File: config.mk
export PLATFORM = sky130hd
export DESIGN_NAME = modbus_rtu_frame_receiver_core
export DESIGN_NICKNAME = d
export VERILOG_FILES = /design/src/rtl/mbrx_pkg.sv /design/src/rtl/modbus_rtu_frame_receiver_core.sv /design/src/rtl/mbrx_step.sv
export SDC_FILE = /design/constraint.sdc
export NUM_CORES = 1
export LEC_CHECK = 0
export BUFFER_PORTS_ARGS = -buffer_cell sky130_fd_sc_hd__buf_2
export CAP_MARGIN = 25
export CELL_PAD_IN_SITES_DETAIL_PLACEMENT = 1
export CELL_PAD_IN_SITES_GLOBAL_PLACEMENT = 2
export CORE_ASPECT_RATIO = 0.9
export CORE_MARGIN = 10
export CORE_UTILIZATION = 35
export CTS_CLUSTER_DIAMETER = 50
export DETAILED_ROUTE_END_ITERATION = 10
export PLACE_DENSITY = 0.83
export RECOVER_POWER = 25
export SYNTH_ARGS = -nofsm -noshare
export SYNTH_HDL_FRONTEND = slang
export SYNTH_SLANG_ARGS = --single-unit
export TNS_END_PERCENT = 10
File: constraint.sdc
create_clock -name clk -period 3.2 [get_ports clk]
set_clock_uncertainty 0.2 [all_clocks]
set_input_delay 0.32 -clock clk [delete_from_list [all_inputs] [get_ports clk]]
set_output_delay 0.32 -clock clk [all_outputs]
set_load 0.02 [all_outputs]
File: src/rtl/mbrx_pkg.sv
`timescale 1ns / 1ps

package mbrx_pkg;

	// Frame tracking phase, one-hot.
	typedef enum logic [3:0] {
		PH_IDLE  = 4'b0001,
		PH_FUNC  = 4'b0010,
		PH_COUNT = 4'b0100,
		PH_BODY  = 4'b1000
	} phase_t;

	typedef enum logic [2:0] {
		ST_IGNORED = 3'd0,
		ST_TAKEN   = 3'd1,
		ST_GOOD    = 3'd2,
		ST_BADCRC  = 3'd3,
		ST_BADFUNC = 3'd4,
		ST_TIMEOUT = 3'd5
	} status_t;

	localparam logic OP_BYTE = 1'b0;
	localparam logic OP_TICK = 1'b1;

	localparam logic [1:0] REG_DEV_ADDR  = 2'd0;
	localparam logic [1:0] REG_SHORT_TMO = 2'd1;
	localparam logic [1:0] REG_LONG_TMO  = 2'd2;

	localparam logic [15:0] CRC_INIT = 16'hFFFF;
	localparam logic [15:0] CRC_POLY = 16'hA001;

	localparam logic [8:0] FIXED_FRAME_LEN = 9'd8;
	localparam logic [8:0] MULTI_EXTRA_LEN = 9'd9;
	localparam logic [8:0] COUNT_BYTE_POS  = 9'd7;

	localparam logic [7:0] FC_FIRST_FIXED = 8'd1;
	localparam logic [7:0] FC_LAST_FIXED  = 8'd6;
	localparam logic [7:0] FC_WRITE_COILS = 8'd15;
	localparam logic [7:0] FC_WRITE_REGS  = 8'd16;

	typedef struct packed {
		logic [7:0] dev_addr;
		logic [4:0] short_tmo;
		logic [4:0] long_tmo;
	} cfg_t;

	typedef struct packed {
		phase_t      phase;
		logic [8:0]  byte_count;
		logic [8:0]  expected_length;
		logic [4:0]  tick_timer;
		logic [15:0] crc;
	} rx_state_t;

	typedef struct packed {
		status_t    status;
		logic [7:0] frame_byte;
		logic [8:0] byte_index;
		logic [8:0] frame_length;
	} result_t;

	// Byte-wise reflected CRC-16 update, eight shift steps.
	function automatic logic [15:0] crc_update(input logic [15:0] crc_in, input logic [7:0] b);
		logic [15:0] c;
		c = crc_in ^ {8'h00, b};
		for (int k = 0; k < 8; k++) begin
			if (c[0]) begin
				c = (c >> 1) ^ CRC_POLY;
			end else begin
				c = c >> 1;
			end
		end
		return c;
	endfunction

endpackage

File: src/rtl/modbus_rtu_frame_receiver_core.sv
`timescale 1ns / 1ps

// Channel      Direction  Payload
// s_axis_*     in         tuser: opcode (0 byte, 1 tick); tdata: rx_byte
// m_axis_*     out        tuser: status; tdata: frame_byte, byte_index, frame_length
// cfg_*        in         cfg_index: register number; cfg_data: value
//
// One item is accepted per clock unless the output register stalls the input
// register. Each item sits in the input register, where the CRC-16 byte update
// and the frame state update run, and then in the output register until the
// sink takes it. The output register stalls the input register only while both
// are full and m_axis_tready is low. Reset (arst_n low) returns to idle with the
// CRC preset and the configuration at its default values.
module modbus_rtu_frame_receiver_core (
	input  logic        clk,
	input  logic        arst_n,
	// Input stream.
	input  logic        s_axis_tvalid,
	output logic        s_axis_tready,
	input  logic [7:0]  s_axis_tdata,   // [7:0] rx_byte
	input  logic        s_axis_tuser,   // [0] opcode
	// Result stream.
	output logic        m_axis_tvalid,
	input  logic        m_axis_tready,
	output logic [31:0] m_axis_tdata,   // [7:0] frame_byte, [16:8] byte_index,
	                                    // [25:17] frame_length, [31:26] zero
	output logic [2:0]  m_axis_tuser,   // [2:0] status
	// Configuration writes.
	input  logic        cfg_valid,
	output logic        cfg_ready,
	input  logic [1:0]  cfg_index,
	input  logic [7:0]  cfg_data
);

	mbrx_pkg::cfg_t      cfg_q;
	mbrx_pkg::rx_state_t state_q;
	mbrx_pkg::rx_state_t state_nxt;
	mbrx_pkg::result_t   res_nxt;
	mbrx_pkg::result_t   res_s2;

	logic       valid_s1;
	logic       opcode_s1;
	logic [7:0] rx_byte_s1;
	logic       valid_s2;
	logic       advance;

	// The input register moves on when the output register is empty or is
	// being emptied in this cycle; the frame state is committed at that moment.
	assign advance       = valid_s1 && (!valid_s2 || m_axis_tready);
	assign s_axis_tready = !valid_s1 || advance;
	assign cfg_ready     = 1'b1;

	// Configuration registers. Writes to an unknown index are dropped.
	always_ff @(posedge clk or negedge arst_n) begin
		if (!arst_n) begin
			cfg_q.dev_addr  <= 8'd1;
			cfg_q.short_tmo <= 5'd5;
			cfg_q.long_tmo  <= 5'd20;
		end else if (cfg_valid && cfg_ready) begin
			unique case (cfg_index)
				mbrx_pkg::REG_DEV_ADDR:  cfg_q.dev_addr  <= cfg_data;
				mbrx_pkg::REG_SHORT_TMO: cfg_q.short_tmo <= cfg_data[4:0];
				mbrx_pkg::REG_LONG_TMO:  cfg_q.long_tmo  <= cfg_data[4:0];
				default: begin
				end
			endcase
		end
	end

	// Valid flags and frame state.
	always_ff @(posedge clk or negedge arst_n) begin
		if (!arst_n) begin
			valid_s1                <= 1'b0;
			valid_s2                <= 1'b0;
			state_q.phase           <= mbrx_pkg::PH_IDLE;
			state_q.byte_count      <= 9'd0;
			state_q.expected_length <= 9'd0;
			state_q.tick_timer      <= 5'd0;
			state_q.crc             <= mbrx_pkg::CRC_INIT;
		end else begin
			if (s_axis_tready) begin
				valid_s1 <= s_axis_tvalid;
			end
			if (advance) begin
				valid_s2 <= 1'b1;
				state_q  <= state_nxt;
			end else if (m_axis_tready) begin
				valid_s2 <= 1'b0;
			end
		end
	end

	// Payload registers need no reset.
	always_ff @(posedge clk) begin
		if (s_axis_tvalid && s_axis_tready) begin
			opcode_s1  <= s_axis_tuser;
			rx_byte_s1 <= s_axis_tdata;
		end
		if (advance) begin
			res_s2 <= res_nxt;
		end
	end

	mbrx_step u_step (
		.cfg     (cfg_q),
		.cur     (state_q),
		.opcode  (opcode_s1),
		.rx_byte (rx_byte_s1),
		.nxt     (state_nxt),
		.res     (res_nxt)
	);

	assign m_axis_tvalid = valid_s2;
	assign m_axis_tuser  = res_s2.status;
	assign m_axis_tdata  = {6'd0, res_s2.frame_length, res_s2.byte_index, res_s2.frame_byte};

endmodule

File: src/rtl/mbrx_step.sv
`timescale 1ns / 1ps

// Next-state and result logic for one received byte or poll tick.
module mbrx_step (
	input  mbrx_pkg::cfg_t      cfg,
	input  mbrx_pkg::rx_state_t cur,
	input  logic                opcode,
	input  logic [7:0]          rx_byte,
	output mbrx_pkg::rx_state_t nxt,
	output mbrx_pkg::result_t   res
);

	logic [15:0] crc_base;
	logic [15:0] crc_new;
	logic [8:0]  count_inc;

	// A matching address restarts the CRC, so the base is the initial value in idle.
	assign crc_base  = (cur.phase == mbrx_pkg::PH_IDLE) ? mbrx_pkg::CRC_INIT : cur.crc;
	assign crc_new   = mbrx_pkg::crc_update(crc_base, rx_byte);
	assign count_inc = cur.byte_count + 9'd1;

	always_comb begin
		nxt = cur;
		res = '{status: mbrx_pkg::ST_IGNORED, frame_byte: 8'd0,
			byte_index: 9'd0, frame_length: 9'd0};
		if (opcode == mbrx_pkg::OP_TICK) begin
			if (cur.phase != mbrx_pkg::PH_IDLE) begin
				if (cur.tick_timer <= 5'd1) begin
					nxt.tick_timer = 5'd0;
					nxt.phase      = mbrx_pkg::PH_IDLE;
					res.status     = mbrx_pkg::ST_TIMEOUT;
				end else begin
					nxt.tick_timer = cur.tick_timer - 5'd1;
				end
			end
		end else begin
			unique case (cur.phase)
				mbrx_pkg::PH_IDLE: begin
					if (rx_byte == cfg.dev_addr) begin
						nxt.crc        = crc_new;
						nxt.byte_count = 9'd1;
						nxt.tick_timer = cfg.short_tmo;
						nxt.phase      = mbrx_pkg::PH_FUNC;
						res.status     = mbrx_pkg::ST_TAKEN;
						res.frame_byte = rx_byte;
					end
				end
				mbrx_pkg::PH_FUNC: begin
					res.frame_byte = rx_byte;
					res.byte_index = cur.byte_count;
					if (rx_byte >= mbrx_pkg::FC_FIRST_FIXED &&
						rx_byte <= mbrx_pkg::FC_LAST_FIXED) begin
						nxt.crc             = crc_new;
						nxt.byte_count      = count_inc;
						nxt.expected_length = mbrx_pkg::FIXED_FRAME_LEN;
						nxt.phase           = mbrx_pkg::PH_BODY;
						res.status          = mbrx_pkg::ST_TAKEN;
					end else if (rx_byte == mbrx_pkg::FC_WRITE_COILS ||
						rx_byte == mbrx_pkg::FC_WRITE_REGS) begin
						nxt.crc        = crc_new;
						nxt.byte_count = count_inc;
						nxt.phase      = mbrx_pkg::PH_COUNT;
						res.status     = mbrx_pkg::ST_TAKEN;
					end else begin
						nxt.phase      = mbrx_pkg::PH_IDLE;
						nxt.tick_timer = 5'd0;
						res.status     = mbrx_pkg::ST_BADFUNC;
					end
				end
				mbrx_pkg::PH_COUNT: begin
					nxt.crc        = crc_new;
					nxt.byte_count = count_inc;
					res.status     = mbrx_pkg::ST_TAKEN;
					res.frame_byte = rx_byte;
					res.byte_index = cur.byte_count;
					if (count_inc == mbrx_pkg::COUNT_BYTE_POS) begin
						nxt.expected_length = {1'b0, rx_byte} + mbrx_pkg::MULTI_EXTRA_LEN;
						nxt.tick_timer      = cfg.long_tmo;
						nxt.phase           = mbrx_pkg::PH_BODY;
					end
				end
				mbrx_pkg::PH_BODY: begin
					nxt.crc        = crc_new;
					nxt.byte_count = count_inc;
					res.status     = mbrx_pkg::ST_TAKEN;
					res.frame_byte = rx_byte;
					res.byte_index = cur.byte_count;
					if (count_inc >= cur.expected_length) begin
						nxt.phase        = mbrx_pkg::PH_IDLE;
						nxt.tick_timer   = 5'd0;
						res.frame_length = cur.expected_length;
						res.status       = (crc_new == 16'd0) ? mbrx_pkg::ST_GOOD
							: mbrx_pkg::ST_BADCRC;
					end
				end
				default: begin
					nxt.phase = mbrx_pkg::PH_IDLE;
				end
			endcase
		end
	end

endmodule

==> flow_summary.json, run 1 <==
{
  "slew_headroom_pct": -8.40,
  "min_period_over_period_pct": 102,
  "synth_edf_count": 38,
  "cp.arrival_ps": 3290,
  "p_clk_share_pct": 27.9,
  "vias": 4300,
  "num_antenna_cells": 0,
  "cts.sinks": 101,
  "critical_path_class": "reg -> reg",
  "switching_share_pct": 32.8,
  "clk_pin_slew_worst_paths_ps": 70,
  "nNetsFinal": 651,
  "port_buffers": 54,
  "rows": 43,
  "gp_congestion": 0.826,
  "syn_to_final_growth_pct": 20.5,
  "worst-path-max-fanout": 3,
  "drtAntennaViolNets": 0,
  "switching_power_uw": 1300,
  "dieArea_um2": 21500,
  "violations": "max-capacitance violations, max-slew violations, negative setup slack",
  "slew_viol_final": 64,
  "mostFrequentLayoutCells": "40 x xnor2_1, 40 x dfrtp_1, 38 x nor2_1, 38 x edfxtp_1",
  "yosysWarnings": 0,
  "placed_cell_area_um2": 6240,
  "drv_cap": 1,
  "power_uw": 3950,
  "powerDensity_nw_per_um2": 585,
  "grt_antenna_before_repair": 0,
  "ys.flop_type": "dfrtp_1",
  "via_per_inst": 5.27,
  "dp_cells": 781,
  "post_drt_wl_per_cell_um": 18.6,
  "cts_buffers": 9,
  "cp-start-kind": "flip-flop",
  "grt-ovfl-total": 0,
  "die_width_um": 153,
  "grt_pass1_wl_um": 24600,
  "stdcell_count": 816,
  "finalSetupViolCount": 4,
  "cts_tree": "yes",
  "holdPathStages": 2,
  "r2r_cells": 12,
  "final_cell_area_um2": 6750,
  "initialDrtViolationCount": 214,
  "syn_avg_cell_area_um2": 10.7,
  "routed_wl_um": 15200,
  "dp_hpwl_um": 11100,
  "cts_buffer_depth": 2,
  "setup_ws_ps": -50.9,
  "hold_viol": 0,
  "max-vdd-ir-drop_v": 0.000325,
  "cp_data_required_time_ps": 3240,
  "grt_use_total_pct": 14.1,
  "tns_ps": -163,
  "netlist_area_um2": 5600,
  "syn_inst": 523,
  "ys_seq_area_share_pct": 49.0,
  "drive_gt1_share_pct": 24.3,
  "h-tree-depth": 3,
  "fmax_mhz": 308,
  "rsz0062_at_grt": "yes",
  "sequentialPowerShare_pct": 42.5,
  "grt_max_degree": 64,
  "initial_utilization_pct": 36.0,
  "synthArstFlopShare_pct": 62.4,
  "clk-insertion-delay-late_ps": 360,
  "internal_power_uw": 2650,
  "grt_pass1_vias": 4600,
  "tightest_slew_ps": 1630,
  "firstDrtPassIters": 5,
  "ys_ff_latch": 101,
  "core_area_um2": 15500,
  "p_leak_uw": 0.00273,
  "outcome": "finished, violations left",
  "die_h_um": 140,
  "timing.final.crit_period_ps": 3250,
  "io_pins": 62,
  "drc": 0,
  "clockRootBuffer": "clkbuf_16",
  "min_path_type": "in -> reg",
  "ys_types": 66,
  "combPwrFrac_pct": 29.6,
  "crit_path_end_kind": "flip-flop"
}
## synth_stat cells, types with 9 or more instances
cell type / n / area [um2]
a21oi_1: 10 / 50.1
and2_1: 16 / 100
clkbuf_1: 13 / 48.8
dfrtp_1: 41 / 1030
dfstp_2: 22 / 578
edfxtp_1: 38 / 1140
ha_1: 18 / 225
inv_1: 21 / 78.8
mux2_2: 18 / 203
nand2_1: 35 / 131
nand3_1: 14 / 70.1
nor2_1: 39 / 146
nor3_1: 15 / 75.1
nor4_1: 9 / 56.3
o21ai_1: 34 / 170
xnor2_1: 42 / 368
xor2_1: 14 / 123
## final cells by class
class | count | area (um2)
fillers | 1761 | 8800
flip-flops and latches | 101 | 2750
multi-input cells | 369 | 2690
repair buffers | 106 | 682
well taps | 202 | 253
clock buffers | 11 | 233
inverters | 22 | 82.6
clock inverters | 5 | 60.1
## repair_timing
item                                    in CTS  in global routing
cloned                                       0                  0
resized for setup                           10                  5
pin swaps                                   12                  3
setup buffers                                6                  0
hold buffers                                13                  0
endpoints found under the setup margin       7                  9
hold endpoints to repair                    53                  0
## worst paths after layout
check	slack [ps]	start	endpoint
max	-50	state_q[30]$_DFFE_PN0P_	state_q[17]$_DFFE_PN0P_
min	10	cfg_data[5]	cfg_q[15]$_DFFE_PN0P_
max reg2reg	-50	state_q[30]$_DFFE_PN0P_	state_q[17]$_DFFE_PN0P_
min reg2reg	270	state_q[13]$_DFFE_PN1P_	state_q[13]$_DFFE_PN1P_
max in group asynchronous	940	arst_n	state_q[33]$_DFFE_PN0P_
min in group asynchronous	800	arst_n	state_q[17]$_DFFE_PN0P_
## power by group through the flow
stage | Clock (uW) | Combinational (uW) | Sequential [uW]
4_1_cts | 1130 | 1190 | 1680
3_5_place_dp | 0 | 1140 | 1700
5_1_grt | 1180 | 1290 | 1700
2_1_floorplan | 0 | 833 | 1680
3_3_place_gp | 0 | 1100 | 1690
6_report | 1100 | 1170 | 1680
## kinds of logic after synthesis
logic type | Yosys count | share of synthesized area, %
other cells | 2 | 0.134
simple gates | 170 | 17.0
buf+inv | 58 | 4.87
fa+ha+maj | 18 | 4.02
xor+xnor | 58 | 9.45
compound gates | 92 | 10.7
mux | 24 | 4.81
flops | 101 | 49.0
## layer usage
metal,wire length (um),up-vias,track usage (%)
met4,209,0,4.36
met1,7020,2176,18.4
li1,-,2007,-
met5,0,-,0
met2,7300,97,22.5
met3,648,20,3.34
## stage by stage
stage          setup slack [ps]  hold slack [ps]  util (%)
2_1_floorplan              17.3             -176         -
3_3_place_gp               78.5              252      40.1
3_5_place_dp              -55.0              260      40.1
4_1_cts                   -45.9             4.09      43.5
5_1_grt                    -245            0.307      43.4
6_report                  -50.9             10.7      43.4
## state kept, by name (all words and copies together) (netlist names)
signal,flops
m_axis_tdata,26
rx_byte_s1,8
state_q,43
opcode_s1,1
valid_s1,1
m_axis_tuser,3
m_axis_tvalid,1
cfg_q,18
## critical path: stages (launching register included)
cell	delay (ps)
dfrtp_1	420
ha_4	180
nand3_4	90
buf_6	140
xnor2_2	160
ha_1	270
a211o_1	270
o211ai_1	110
o211ai_1	180
a211oi_2	450
nor4b_4	120
o21ai_2	230
mux2_4	320
No activity file was read; power rests on OpenSTA's default activity.
==> run 2, diff against run 1 <==
RECOVER_POWER = 50   (was 25)
==> flow_summary.json, run 2 (synthesis gave the netlist of run 1 again) <==
{
  "clk-insertion-delay-late_ps": 360,
  "powerDensity_nw_per_um2": 587,
  "crit_top_cell": "o211ai_1",
  "crit_path_end_kind": "flip-flop",
  "slew_viol_final": 64,
  "grt_pass1_wl_um": 24600,
  "hold_viol": 0,
  "cts.sinks": 101,
  "routed_wl_um": 15200,
  "die_width_um": 153,
  "dp_cells": 781,
  "drtAntennaViolNets": 0,
  "mostFrequentLayoutCells": "40 x xnor2_1, 40 x dfrtp_1, 38 x nor2_1, 38 x edfxtp_1, 35 x clkbuf_1",
  "grt-ovfl-total": 0,
  "timing.final.crit_period_ps": 3260,
  "cts_buffer_depth": 2,
  "rsz0062_at_grt": "yes",
  "firstDrtPassIters": 5,
  "fmax_mhz": 307,
  "drc": 0,
  "max-vdd-ir-drop_v": 0.000325,
  "grt_pass1_vias": 4600,
  "stdcell_count": 816,
  "worst-path-max-fanout": 3,
  "outcome": "finished, violations left",
  "cp_top_family": "compound AO/OA/AOI/OAI gates",
  "crit_path_top_delay_cell": "a211oi_2",
  "syn_to_final_growth_pct": 20.3,
  "cp-start-kind": "flip-flop",
  "final_cell_area_um2": 6740,
  "grt_use_total_pct": 14.1,
  "h-tree-depth": 3,
  "min_period_over_period_pct": 102,
  "finalSetupViolCount": 5,
  "tightest_slew_ps": 1630,
  "path_cells": "ha_4 -> nand3_4 -> buf_6 -> xnor2_2 -> ha_1 -> a211o_1 -> o211ai_1 -> o211ai_1 -> a211oi_2 -> nor4b_4 -> o21ai_2 -> mux2_4",
  "gp_congestion": 0.826,
  "nNetsFinal": 651,
  "die_h_um": 140,
  "clk_pin_slew_worst_paths_ps": 70,
  "rows": 43,
  "setup_ws_ps": -55.3,
  "grt_antenna_before_repair": 0,
  "port_buffers": 54,
  "cts_buffers": 9,
  "min_path_type": "in -> reg",
  "dp_hpwl_um": 11100,
  "post_drt_wl_per_cell_um": 18.6,
  "vias": 4284,
  "critical_path_class": "reg -> reg",
  "initial_utilization_pct": 36.0,
  "cp_data_required_time_ps": 3240,
  "drive_gt1_share_pct": 22.8,
  "top_register": "state_q",
  "cp_slowest_stage_delay_ps": 450,
  "slew_headroom_pct": -8.39,
  "dieArea_um2": 21500,
  "largest_register_ffs": 43,
  "cts_tree": "yes",
  "io_pins": 62,
  "drv_cap": 1,
  "via_per_inst": 5.25,
  "pre_cts_ws_ps": -55.0,
  "p_leak_uw": 0.00271,
  "cp.arrival_ps": 3300,
  "core_area_um2": 15500,
  "placed_cell_area_um2": 6240,
  "tns_ps": -170,
  "num_antenna_cells": 0,
  "crit_buf_inv": 1,
  "grt_max_degree": 64,
  "violations": "max-capacitance violations, max-slew violations, negative setup slack",
  "initialDrtViolationCount": 214,
  "clockRootBuffer": "clkbuf_16"
}
==> run 2: what timing repair did <==
item,in CTS,in global routing
setup buffers,6,0
cloned,0,0
gates resized for setup,10,5
hold buffers,13,0
endpoints found under the hold margin,53,0
pin swaps,12,3
setup endpoints to repair,7,9
==> run 2: cell type report <==
| type | instances | area (um2) |
|---|---|---|
| fill | 1762 | 8810 |
| sequential | 101 | 2750 |
| multi-input combinational | 369 | 2690 |
| timing repair buffer | 106 | 671 |
| tap | 202 | 253 |
| clock buffer | 11 | 233 |
| inverter | 22 | 82.6 |
| clock inverter | 5 | 60.1 |
==> run 2: power by group <==
group / total, uW / switching, uW / leakage (uW) / internal [uW]
logic: 1170 / 659 / 0.00149 / 509
registers: 1680 / 145 / 0.00108 / 1530
clock network: 1100 / 495 / 0.000136 / 609
==> run 2: stage by stage <==
| step | util (%) | power [uW] | hold slack [ps] |
|---|---|---|---|
| floorplan | - | 2510 | -176 |
| global placement | 40.1 | 2790 | 252 |
| detailed placement | 40.1 | 2840 | 260 |
| CTS | 43.5 | 4000 | 4.09 |
| global route | 43.3 | 4170 | 0.307 |
| finish | 43.3 | 3950 | 10.7 |
==> run 2: final timing paths <==
check,from,endpoint,slack (ps),cells after the start
max,state_q[30]$_DFFE_PN0P_,state_q[17]$_DFFE_PN0P_,-60,12
min,cfg_data[5],cfg_q[15]$_DFFE_PN0P_,10,2
max reg2reg,state_q[30]$_DFFE_PN0P_,state_q[17]$_DFFE_PN0P_,-60,12
min reg2reg,state_q[13]$_DFFE_PN1P_,state_q[13]$_DFFE_PN1P_,270,2
max in group asynchronous,arst_n,state_q[33]$_DFFE_PN0P_,940,3
min in group asynchronous,arst_n,valid_s1$_DFFE_PN0N_,800,3
==> run 2: layer usage <==
layer | vias to the layer above | GRT usage (%) | part of all wire, %
met1 | 2172 | 18.4 | 46
li1 | 2006 | - | -
met5 | - | 0 | 0
met3 | 20 | 3.34 | 4.2
met2 | 86 | 22.5 | 48
met4 | 0 | 4.36 | 1.4
